$ cat config.mk
export PLATFORM = sky130hd
export DESIGN_NAME = nec_ir_frame_transmitter_top
export DESIGN_NICKNAME = d
export VERILOG_FILES = /design/src/rtl/nectx_pkg.sv /design/src/rtl/nec_ir_frame_transmitter_top.sv
export SDC_FILE = /design/constraint.sdc
export NUM_CORES = 1
export LEC_CHECK = 0
export CAP_MARGIN = 30
export CORE_MARGIN = 2
export CORE_UTILIZATION = 57
export CTS_BUF_LIST = sky130_fd_sc_hd__clkbuf_8
export CTS_CLUSTER_DIAMETER = 80
export DETAILED_ROUTE_END_ITERATION = 7
export DONT_BUFFER_PORTS = 1
export GPL_TIMING_DRIVEN = 0
export PLACE_DENSITY = 0.72
export SLEW_MARGIN = 20
export SYNTH_ARGS = -nofsm -noshare
export SYNTH_HDL_FRONTEND = slang
export SYNTH_SLANG_ARGS = --single-unit
$ cat constraint.sdc
create_clock -name clk -period 6.94 [get_ports clk]
set_clock_uncertainty 0.2 [all_clocks]
set_input_delay 0.694 -clock clk [delete_from_list [all_inputs] [get_ports clk]]
set_output_delay 0.694 -clock clk [all_outputs]
set_load 0.01 [all_outputs]
$ cat src/rtl/nectx_pkg.sv
`timescale 1ns / 1ps

package nectx_pkg;

    typedef enum logic [2:0] {
        PH_IDLE       = 3'd0,
        PH_LEAD_BURST = 3'd1,
        PH_LEAD_SPACE = 3'd2,
        PH_BIT_BURST  = 3'd3,
        PH_BIT_SPACE  = 3'd4,
        PH_STOP_BURST = 3'd5
    } phase_t;

    typedef enum logic [1:0] {
        CS_IDLE = 2'd0,
        CS_HIGH = 2'd1,
        CS_LOW1 = 2'd2,
        CS_LOW2 = 2'd3
    } carrier_step_t;

    localparam logic [2:0] REG_LEADER_PULSE_COUNT = 3'd0;
    localparam logic [2:0] REG_BIT_PULSE_COUNT    = 3'd1;
    localparam logic [2:0] REG_LEADER_SPACE_TICKS = 3'd2;
    localparam logic [2:0] REG_ONE_SPACE_TICKS    = 3'd3;
    localparam logic [2:0] REG_ZERO_SPACE_TICKS   = 3'd4;

    localparam logic [9:0]  LEADER_PULSE_RESET = 10'd342;
    localparam logic [9:0]  BIT_PULSE_RESET    = 10'd22;
    localparam logic [15:0] LEADER_SPACE_RESET = 16'd513;
    localparam logic [15:0] ONE_SPACE_RESET    = 16'd190;
    localparam logic [15:0] ZERO_SPACE_RESET   = 16'd62;

    typedef struct packed {
        logic       cmd;
        logic [7:0] address;
        logic [7:0] command;
    } item_t;

    typedef struct packed {
        logic ir_level;
        logic busy_res;
        logic accepted;
        logic frame_done;
    } result_t;

endpackage

$ cat src/rtl/nec_ir_frame_transmitter_top.sv
`timescale 1ns / 1ps

// NEC infrared frame transmitter driven by tick transactions. A transaction with cmd set
// starts a frame (address, inverted address, command, inverted command, LSB first) when
// the block is idle and is refused with accepted low while a frame is in flight; a
// transaction with cmd clear is one tick at three times the carrier rate and steps the
// emitter by one carrier sub-phase in a burst or one space tick in a space. A frame is a
// leader burst, the leader space, FRAME_BITS data bits (bit burst plus a one or zero space)
// and a trailing stop burst; a burst of N pulses takes 1 + 3N ticks, with N of zero as one.
// Every transaction yields exactly one result, registered in the cycle after it is taken;
// the next state is computed combinationally and registered with the result, so one
// transaction is accepted per clock while the result side keeps up. The cfg port, always
// ready, writes the registers; a count is loaded when its burst or space begins.
module nec_ir_frame_transmitter_top
    import nectx_pkg::*;
#(
    parameter int FRAME_BITS = 32
)
(
    input  logic        clk,
    input  logic        rst_n,

    input  logic        item_valid,
    output logic        item_stall,
    input  item_t       item,

    output logic        result_valid,
    input  logic        result_stall,
    output result_t     result,

    input  logic        cfg_valid,
    output logic        cfg_ready,
    input  logic [2:0]  cfg_index,
    input  logic [15:0] cfg_data
);

    localparam int BW = $clog2(FRAME_BITS + 1);

    logic [9:0]  leader_pulse_reg;
    logic [9:0]  bit_pulse_reg;
    logic [15:0] leader_space_reg;
    logic [15:0] one_space_reg;
    logic [15:0] zero_space_reg;

    phase_t                phase_reg, phase_next;
    carrier_step_t         carrier_reg, carrier_next;
    logic [9:0]            pulses_reg, pulses_next;
    logic [15:0]           space_reg, space_next;
    logic [FRAME_BITS-1:0] frame_reg, frame_next;
    logic [BW-1:0]         bits_reg, bits_next;

    result_t result_reg, result_next;
    logic    result_valid_reg;

    logic          item_fire;
    logic          acc;
    logic          done;
    carrier_step_t burst_carrier;
    logic [9:0]    burst_pulses;
    logic          burst_end;
    logic          space_end;
    logic [15:0]   space_dec;
    logic [BW-1:0] bits_inc;
    logic [31:0]   frame_word;

    assign cfg_ready    = 1'b1;
    assign item_stall   = result_valid_reg && result_stall;
    assign item_fire    = item_valid && !item_stall;
    assign result_valid = result_valid_reg;
    assign result       = result_reg;

    assign frame_word = {~item.command, item.command, ~item.address, item.address};
    assign bits_inc   = bits_reg + BW'(1);
    assign space_end  = (space_reg <= 16'd1);
    assign space_dec  = space_end ? 16'd0 : space_reg - 16'd1;

    // one carrier sub-phase
    always_comb
    begin
        burst_carrier = carrier_reg;
        burst_pulses  = pulses_reg;
        burst_end     = 1'b0;
        case (carrier_reg)
            CS_IDLE:
            begin
                burst_carrier = CS_HIGH;
            end
            CS_HIGH:
            begin
                if (pulses_reg != 10'd0)
                begin
                    burst_pulses = pulses_reg - 10'd1;
                end
                burst_carrier = CS_LOW1;
            end
            CS_LOW1:
            begin
                burst_carrier = CS_LOW2;
            end
            default:
            begin
                if (pulses_reg != 10'd0)
                begin
                    burst_carrier = CS_HIGH;
                end
                else
                begin
                    burst_carrier = CS_IDLE;
                    burst_end     = 1'b1;
                end
            end
        endcase
    end

    // next state
    always_comb
    begin
        phase_next   = phase_reg;
        carrier_next = carrier_reg;
        pulses_next  = pulses_reg;
        space_next   = space_reg;
        frame_next   = frame_reg;
        bits_next    = bits_reg;
        acc          = 1'b0;
        done         = 1'b0;
        if (item.cmd)
        begin
            if (phase_reg == PH_IDLE)
            begin
                frame_next   = frame_word[FRAME_BITS-1:0];
                bits_next    = '0;
                space_next   = 16'd0;
                phase_next   = PH_LEAD_BURST;
                carrier_next = CS_IDLE;
                pulses_next  = leader_pulse_reg;
                acc          = 1'b1;
            end
        end
        else
        begin
            case (phase_reg)
                PH_IDLE:
                begin
                    phase_next = PH_IDLE;
                end
                PH_LEAD_BURST:
                begin
                    carrier_next = burst_carrier;
                    pulses_next  = burst_pulses;
                    if (burst_end)
                    begin
                        phase_next = PH_LEAD_SPACE;
                        space_next = leader_space_reg;
                    end
                end
                PH_LEAD_SPACE:
                begin
                    space_next = space_dec;
                    if (space_end)
                    begin
                        phase_next   = PH_BIT_BURST;
                        carrier_next = CS_IDLE;
                        pulses_next  = bit_pulse_reg;
                    end
                end
                PH_BIT_BURST:
                begin
                    carrier_next = burst_carrier;
                    pulses_next  = burst_pulses;
                    if (burst_end)
                    begin
                        phase_next = PH_BIT_SPACE;
                        space_next = frame_reg[0] ? one_space_reg : zero_space_reg;
                    end
                end
                PH_BIT_SPACE:
                begin
                    space_next = space_dec;
                    if (space_end)
                    begin
                        frame_next   = frame_reg >> 1;
                        bits_next    = bits_inc;
                        carrier_next = CS_IDLE;
                        pulses_next  = bit_pulse_reg;
                        if (bits_inc >= BW'(FRAME_BITS))
                        begin
                            phase_next = PH_STOP_BURST;
                        end
                        else
                        begin
                            phase_next = PH_BIT_BURST;
                        end
                    end
                end
                PH_STOP_BURST:
                begin
                    carrier_next = burst_carrier;
                    pulses_next  = burst_pulses;
                    if (burst_end)
                    begin
                        phase_next = PH_IDLE;
                        done       = 1'b1;
                    end
                end
                default:
                begin
                    phase_next = PH_IDLE;
                end
            endcase
        end
    end

    // result fields
    always_comb
    begin
        result_next.ir_level   = ((phase_next == PH_LEAD_BURST) ||
                                  (phase_next == PH_BIT_BURST) ||
                                  (phase_next == PH_STOP_BURST)) &&
                                 (carrier_next == CS_LOW1);
        result_next.busy_res   = (phase_next != PH_IDLE);
        result_next.accepted   = acc;
        result_next.frame_done = done;
    end

    always_ff @(posedge clk or negedge rst_n)
    begin
        if (!rst_n)
        begin
            leader_pulse_reg <= LEADER_PULSE_RESET;
            bit_pulse_reg    <= BIT_PULSE_RESET;
            leader_space_reg <= LEADER_SPACE_RESET;
            one_space_reg    <= ONE_SPACE_RESET;
            zero_space_reg   <= ZERO_SPACE_RESET;
        end
        else if (cfg_valid)
        begin
            case (cfg_index)
                REG_LEADER_PULSE_COUNT: leader_pulse_reg <= cfg_data[9:0];
                REG_BIT_PULSE_COUNT:    bit_pulse_reg    <= cfg_data[9:0];
                REG_LEADER_SPACE_TICKS: leader_space_reg <= cfg_data;
                REG_ONE_SPACE_TICKS:    one_space_reg    <= cfg_data;
                REG_ZERO_SPACE_TICKS:   zero_space_reg   <= cfg_data;
                default:                ;
            endcase
        end
    end

    always_ff @(posedge clk or negedge rst_n)
    begin
        if (!rst_n)
        begin
            phase_reg   <= PH_IDLE;
            carrier_reg <= CS_IDLE;
            pulses_reg  <= 10'd0;
            space_reg   <= 16'd0;
            frame_reg   <= '0;
            bits_reg    <= '0;
        end
        else if (item_fire)
        begin
            phase_reg   <= phase_next;
            carrier_reg <= carrier_next;
            pulses_reg  <= pulses_next;
            space_reg   <= space_next;
            frame_reg   <= frame_next;
            bits_reg    <= bits_next;
        end
    end

    always_ff @(posedge clk or negedge rst_n)
    begin
        if (!rst_n)
        begin
            result_valid_reg <= 1'b0;
        end
        else if (item_fire)
        begin
            result_valid_reg <= 1'b1;
        end
        else if (!result_stall)
        begin
            result_valid_reg <= 1'b0;
        end
    end

    always_ff @(posedge clk)
    begin
        if (item_fire)
        begin
            result_reg <= result_next;
        end
    end

endmodule

==> results.ini, run 1 <==
[critical_path]
reg2regPathDepth=7
critical_path_peak_fanout=10
critical_path.endpoint_type=register
reg2reg_to=space_reg[12]
reg2reg_setup_slack_ns=3.84
start_kind=register
worst_ep_required_time_ns=7.14
worstPathArrival_ns=3.30
r2r-start=pulses_reg[0]
crit_type=register to register

[synthesis]
postSynth.topFlopCell=dfrtp_1
synth.area.top_cells=dfrtp_1, mux2_2, dfstp_2
post_synth_most_frequent_cells=dfrtp_1, mux2_2, o21ai_0
synth-warning-count=0
seq_area_frac_synth_pct=48.8
mappedNetlistNets=706
yosys.area.top_type_share_pct=39.7
postSynthRegisterBits=142
synthDistinctLibCells=67
combined_area_of_all_synthesized_cells_um2=7380
postSynth.asyncResetShare_pct=97.2
synthMostInstantiatedCell=dfrtp_1
number_of_enable_type_register_cells_in_the_synthesized_netlist=4
mean_area_per_synthesized_cell_um2=11.2
synth_largest_area_cell=dfrtp_1
synth_cells=656

[die]
placement_rows=41
pin_count=48
floorplan.die_area_um2=13900
die_y_um=118
overall_die_width_um=118
fp.coreArea_um2=12600
floorplan.initialDensity_pct=58.5

[clock_network]
cts_buffers=17
clkSinkCount=142
clkTransAtPathRegs_ns=0.08
clk-insertion-delay-late_ns=0.46
clock-root-buffer=clkbuf_8
cts_resized=0
clock_tree.buffer_depth=2
holdBufCountCts=1
ctsHtreeMaxLevel=4
cts_tree=done
buffers_inserted_during_post_cts_setup_optimization=0

[timing]
final_hold_viol_count=13
worst_setup_margin_ns=3.84
report.final.setup_viol=0
maximum_frequency_from_static_timing_analysis_ghz=0.322
rsz0062_at_grt=no
whs_ns=-0.0143
share_of_the_clock_period_used_by_the_worst_path_pct=44.7
fin_tns_setup_ns=0
timing.slew.headroom_pct=41.1
tightestPinTransition_ns=0.875
period_minus_slack_ns=3.10
report.final.slew_viol_count=0

[run_status]
outcome=finished, violations left
failed_checks=hold timing

[power_and_ir_drop]
report.power.total_mw=3.25
power_density_nw_per_um2=403
static_power_due_to_leakage_nw=3.38
worst_ir_drop_vdd_v=0.000268

[finish]
final_area_um2=8060
final_cell_count_no_fill=862
fill_cells=1029
final_net_count=727
final-seq-area_um2=3600
fraction_of_final_layout_cells_sized_beyond_drive_strength_1_pct=24.3
largest_register_ff_count=32
postLayoutCoreUtil_pct=63.9
diodes=0
layout-area-overhead-vs-synth_pct=9.29
multiInputGateArea_um2=3510

[hold_path]
hp-class=input pin to async pin

[placement]
preCtsSetupSlack_ns=3.67
port_buffers=0
place_congestion=0.881
dp.cells=828
dpl.hpwl_mm=11.7
dpl_cell_area_um2=7590

[drt]
via_count=5345
drt_wl_total_mm=16.7
antenna_violating_nets_post_route=0
drcViolationCount=0
routed_wire_length_per_instance_um=19.4
firstDrtPassIters=5
dr.first_iter.drc_count=292
route.detailed.vias_per_inst=6.20

[global_routing]
wire_length_of_the_first_global_routing_pass_mm=27.7
globalRouteOverflowTotal=0
grt_antenna_before_repair=0
global_route.usage.total_pct=25.4
via_count_of_the_first_global_routing_pass=5378
grt_max_degree=139

[run]
cap_violations=0

[area by class of cell]
cell class,instances,area share (%)
flip-flops and latches,142,44.6
multi-input cells,452,43.6
clock buffers,18,3.07
well taps,172,2.67
clock inverters,14,2.36
plain buffers,42,2.36
inverters,20,0.931
repair buffers,2,0.403
[cell families after synthesis]
family / Yosys count / share of synthesized area, %
fa+ha+maj: 9 / 1.53
simple gates: 150 / 10.7
mux: 144 / 21.6
buf+inv: 62 / 3.59
xor+xnor: 4 / 0.475
flops: 142 / 48.8
other cells: 1 / 0.0508
compound gates: 144 / 13.3
[cell usage in the layout, fill, tap and decap left out, drive strengths merged, types with 21 or more instances in the layout]
master | Yosys | routed
nor2 | 23 | 23
dfrtp | 117 | 117
nand2 | 49 | 49
o21ai | 54 | 54
inv | 20 | 25
mux2i | 23 | 23
mux2 | 121 | 121
dfstp | 21 | 21
clkbuf | 30 | 48
[power breakdown]
| part | leakage [nW] | internal [mW] | switching [mW] |
|---|---|---|---|
| Combinational | 1.43 | 0.538 | 0.688 |
| Sequential | 1.72 | 1.11 | 0.186 |
| Clock | 0.227 | 0.402 | 0.328 |
[layer usage]
layer / wire, µm / part of all wire [%] / GRT usage [%]
met5: 0 / 0 / 0
met4: 363 / 2.2 / 9.56
met3: 982 / 5.9 / 6.01
met2: 7770 / 46 / 39.6
met1: 7620 / 46 / 34.7
[worst max path at each step]
stage / from / endpoint / slack, ns / cells past startpoint
final: pulses_reg[0] / space_reg[12] / 3.84 / 7
after floorplan: item_valid / pulses_reg[2] / 4.23 / 8
after global routing: pulses_reg[0] / space_reg[12] / 3.69 / 7
after CTS: pulses_reg[0] / space_reg[12] / 3.84 / 7
after global placement: item_valid / pulses_reg[2] / 3.73 / 8
after detailed placement: item_valid / pulses_reg[8] / 3.67 / 8
[worst max-delay path, stage by stage, from the launching register on]
cell and delay [ns]:
dfrtp_1 0.44, inv_1 0.11, ha_1 0.23, nor4b_2 0.59, nand4_1 0.28, a21oi_1 0.49
clkbuf_1 0.48, a22o_1 0.21
(Power assumes the default switching activity.)
==> run 2, diff against run 1 <==
- PLACE_DENSITY: 0.72 -> 0.75
- clock period: 6.94 -> 2.6 ns (I/O delays scaled with it)
==> results.ini, run 2 (synthesis results as in run 1) <==
[clock_network]
clkTransAtPathRegs_ns=0.09
clk-insertion-delay-late_ns=0.46
clock-root-buffer=clkbuf_8
clock_tree.buffer_depth=2
cts_buffers=17
cts_tree=done
ctsHtreeMaxLevel=4
clkSinkCount=142

[critical_path]
worst_ep_required_time_ns=2.80
worstPathArrival_ns=2.78
critical_path_peak_fanout=7
timing.critical_path.max_delay_family=simple AND/OR/NAND/NOR gates
worst_path_max_delay_cell=or4_1
reg2regPathDepth=5
reg2reg_setup_slack_ns=0.02
path_depth=5
start_kind=register
cp_cell_sequence=or4_1 -> or2_4 -> or3_4 -> o41ai_2 -> a22o_1
crit_type=register to register
critical-path-max-stage-delay_ns=0.71
crit_buf_inv=0
critical_path.endpoint_type=register

[timing]
report.final.slew_viol_count=0
share_of_the_clock_period_used_by_the_worst_path_pct=99.1
tightestPinTransition_ns=0.748
report.final.setup_viol=0
fin_tns_setup_ns=0
timing.slew.headroom_pct=50.1
rsz0062_at_grt=yes
final_hold_viol_count=138
period_minus_slack_ns=2.58
whs_ns=-0.700
maximum_frequency_from_static_timing_analysis_ghz=0.388

[placement]
port_buffers=0
dpl_cell_area_um2=7590
dpl.hpwl_mm=11.6
place_congestion=0.923

[die]
die_y_um=118
floorplan.die_area_um2=13900
placement_rows=41
fp.coreArea_um2=12600
overall_die_width_um=118
pin_count=48
floorplan.initialDensity_pct=58.5

[power_and_ir_drop]
worst_ir_drop_vdd_v=0.000590
static_power_due_to_leakage_nw=3.62
power_density_nw_per_um2=1040

[global_routing]
grt_antenna_before_repair=0
use_met2_pct=42.4
wire_length_of_the_first_global_routing_pass_mm=29.3
grt.met1_usage_pct=35.8
global_route.usage.total_pct=26.5
global_route.usage.met3_pct=5.91
via_count_of_the_first_global_routing_pass=5675
busiest_layer=met2
grt_max_degree=139
globalRouteOverflowTotal=0

[finish]
diodes=0
fraction_of_final_layout_cells_sized_beyond_drive_strength_1_pct=27.9
most_common_cell_after_layout_fill_and_taps_aside=dfrtp_1
final_net_count=773
most-common-layout-cells=dfrtp_1, mux2_2, o21ai_0
fill_cells=945
largest_register_ff_count=32
final_area_um2=8620
layout-area-overhead-vs-synth_pct=16.8
postLayoutCoreUtil_pct=68.3

[drt]
drt_wl_total_mm=17.7
dr.first_iter.drc_count=471
drcViolationCount=0
routed_wire_length_per_instance_um=19.5
firstDrtPassIters=5
route.detailed.vias_per_inst=6.20
via_count=5626
antenna_violating_nets_post_route=0

[hold_path]
hp-class=input pin to async pin

[run_status]
outcome=finished, violations left
failed_checks=hold timing

[run]
cap_violations=0

[run 2: cell types whose count changed in the layout (fill, tap and decap cells not counted), sizes merged]
cell         before  now
inv              25   23
dlygate4sd3       0   37
clkinv            4    7
clkinvlp          1    0
bufinv            4    3
buf              14   27
clkbuf           48   45
[run 2: repair_timing]
action                                  in CTS  in global routing
gates resized for setup                     17                 17
hold endpoints to repair                   239                139
endpoints found under the setup margin      56                 53
buffers inserted                             7                  8
hold buffers                                35                  2
pin swaps                                    2                  4
[run 2: worst paths after layout]
check | from | to
worst max-delay path | space_reg[0] | space_reg[13]
worst min-delay path | rst_n | frame_reg[27]
worst max register to register | space_reg[0] | space_reg[13]
worst min register to register | frame_reg[20] | frame_reg[20]
max in group asynchronous | rst_n | leader_space_reg[0]
min in group clk | cfg_index[1] | leader_space_reg[3]
[run 2: through the flow]
stage                     hold slack [ns]  total power [mW]  cells  setup WS (ns)
final                              -0.700              8.98    908         0.0244
after global routing               -0.741              9.50    908        -0.0317
after CTS                          -0.727              8.73    901         0.0133
after detailed placement           -0.232              6.66    828         -0.494
after global placement             -0.231              6.47    828         -0.449
after floorplan                    -0.236              5.83    656          0.148
[run 2: metal layers]
| metal | routed length, µm | part of all wire (%) | vias to the layer above |
|---|---|---|---|
| li1 | - | - | 2552 |
| met4 | 399 | 2.3 | 0 |
| met5 | 0 | 0 | - |
| met1 | 7770 | 44 | 2831 |
| met3 | 1010 | 5.7 | 35 |
| met2 | 8550 | 48 | 208 |
[run 2: final cells by class]
type	count	area (µm²)	share of cell area (%)
Buffer	37	183	2.12
Clock inverter	13	151	1.76
Inverter	20	75.1	0.871
Tap cell	172	215	2.50
Multi-Input combinational cell	452	3630	42.1
Clock buffer	19	262	3.03
Timing Repair Buffer	53	500	5.81
Sequential cell	142	3600	41.8
[run 2: power by group]
part	total, mW	switching [mW]	internal (mW)	leakage (nW)
Clock	1.84	0.851	0.990	0.223
Combinational	3.61	1.93	1.68	1.69
Sequential	3.53	0.567	2.96	1.71
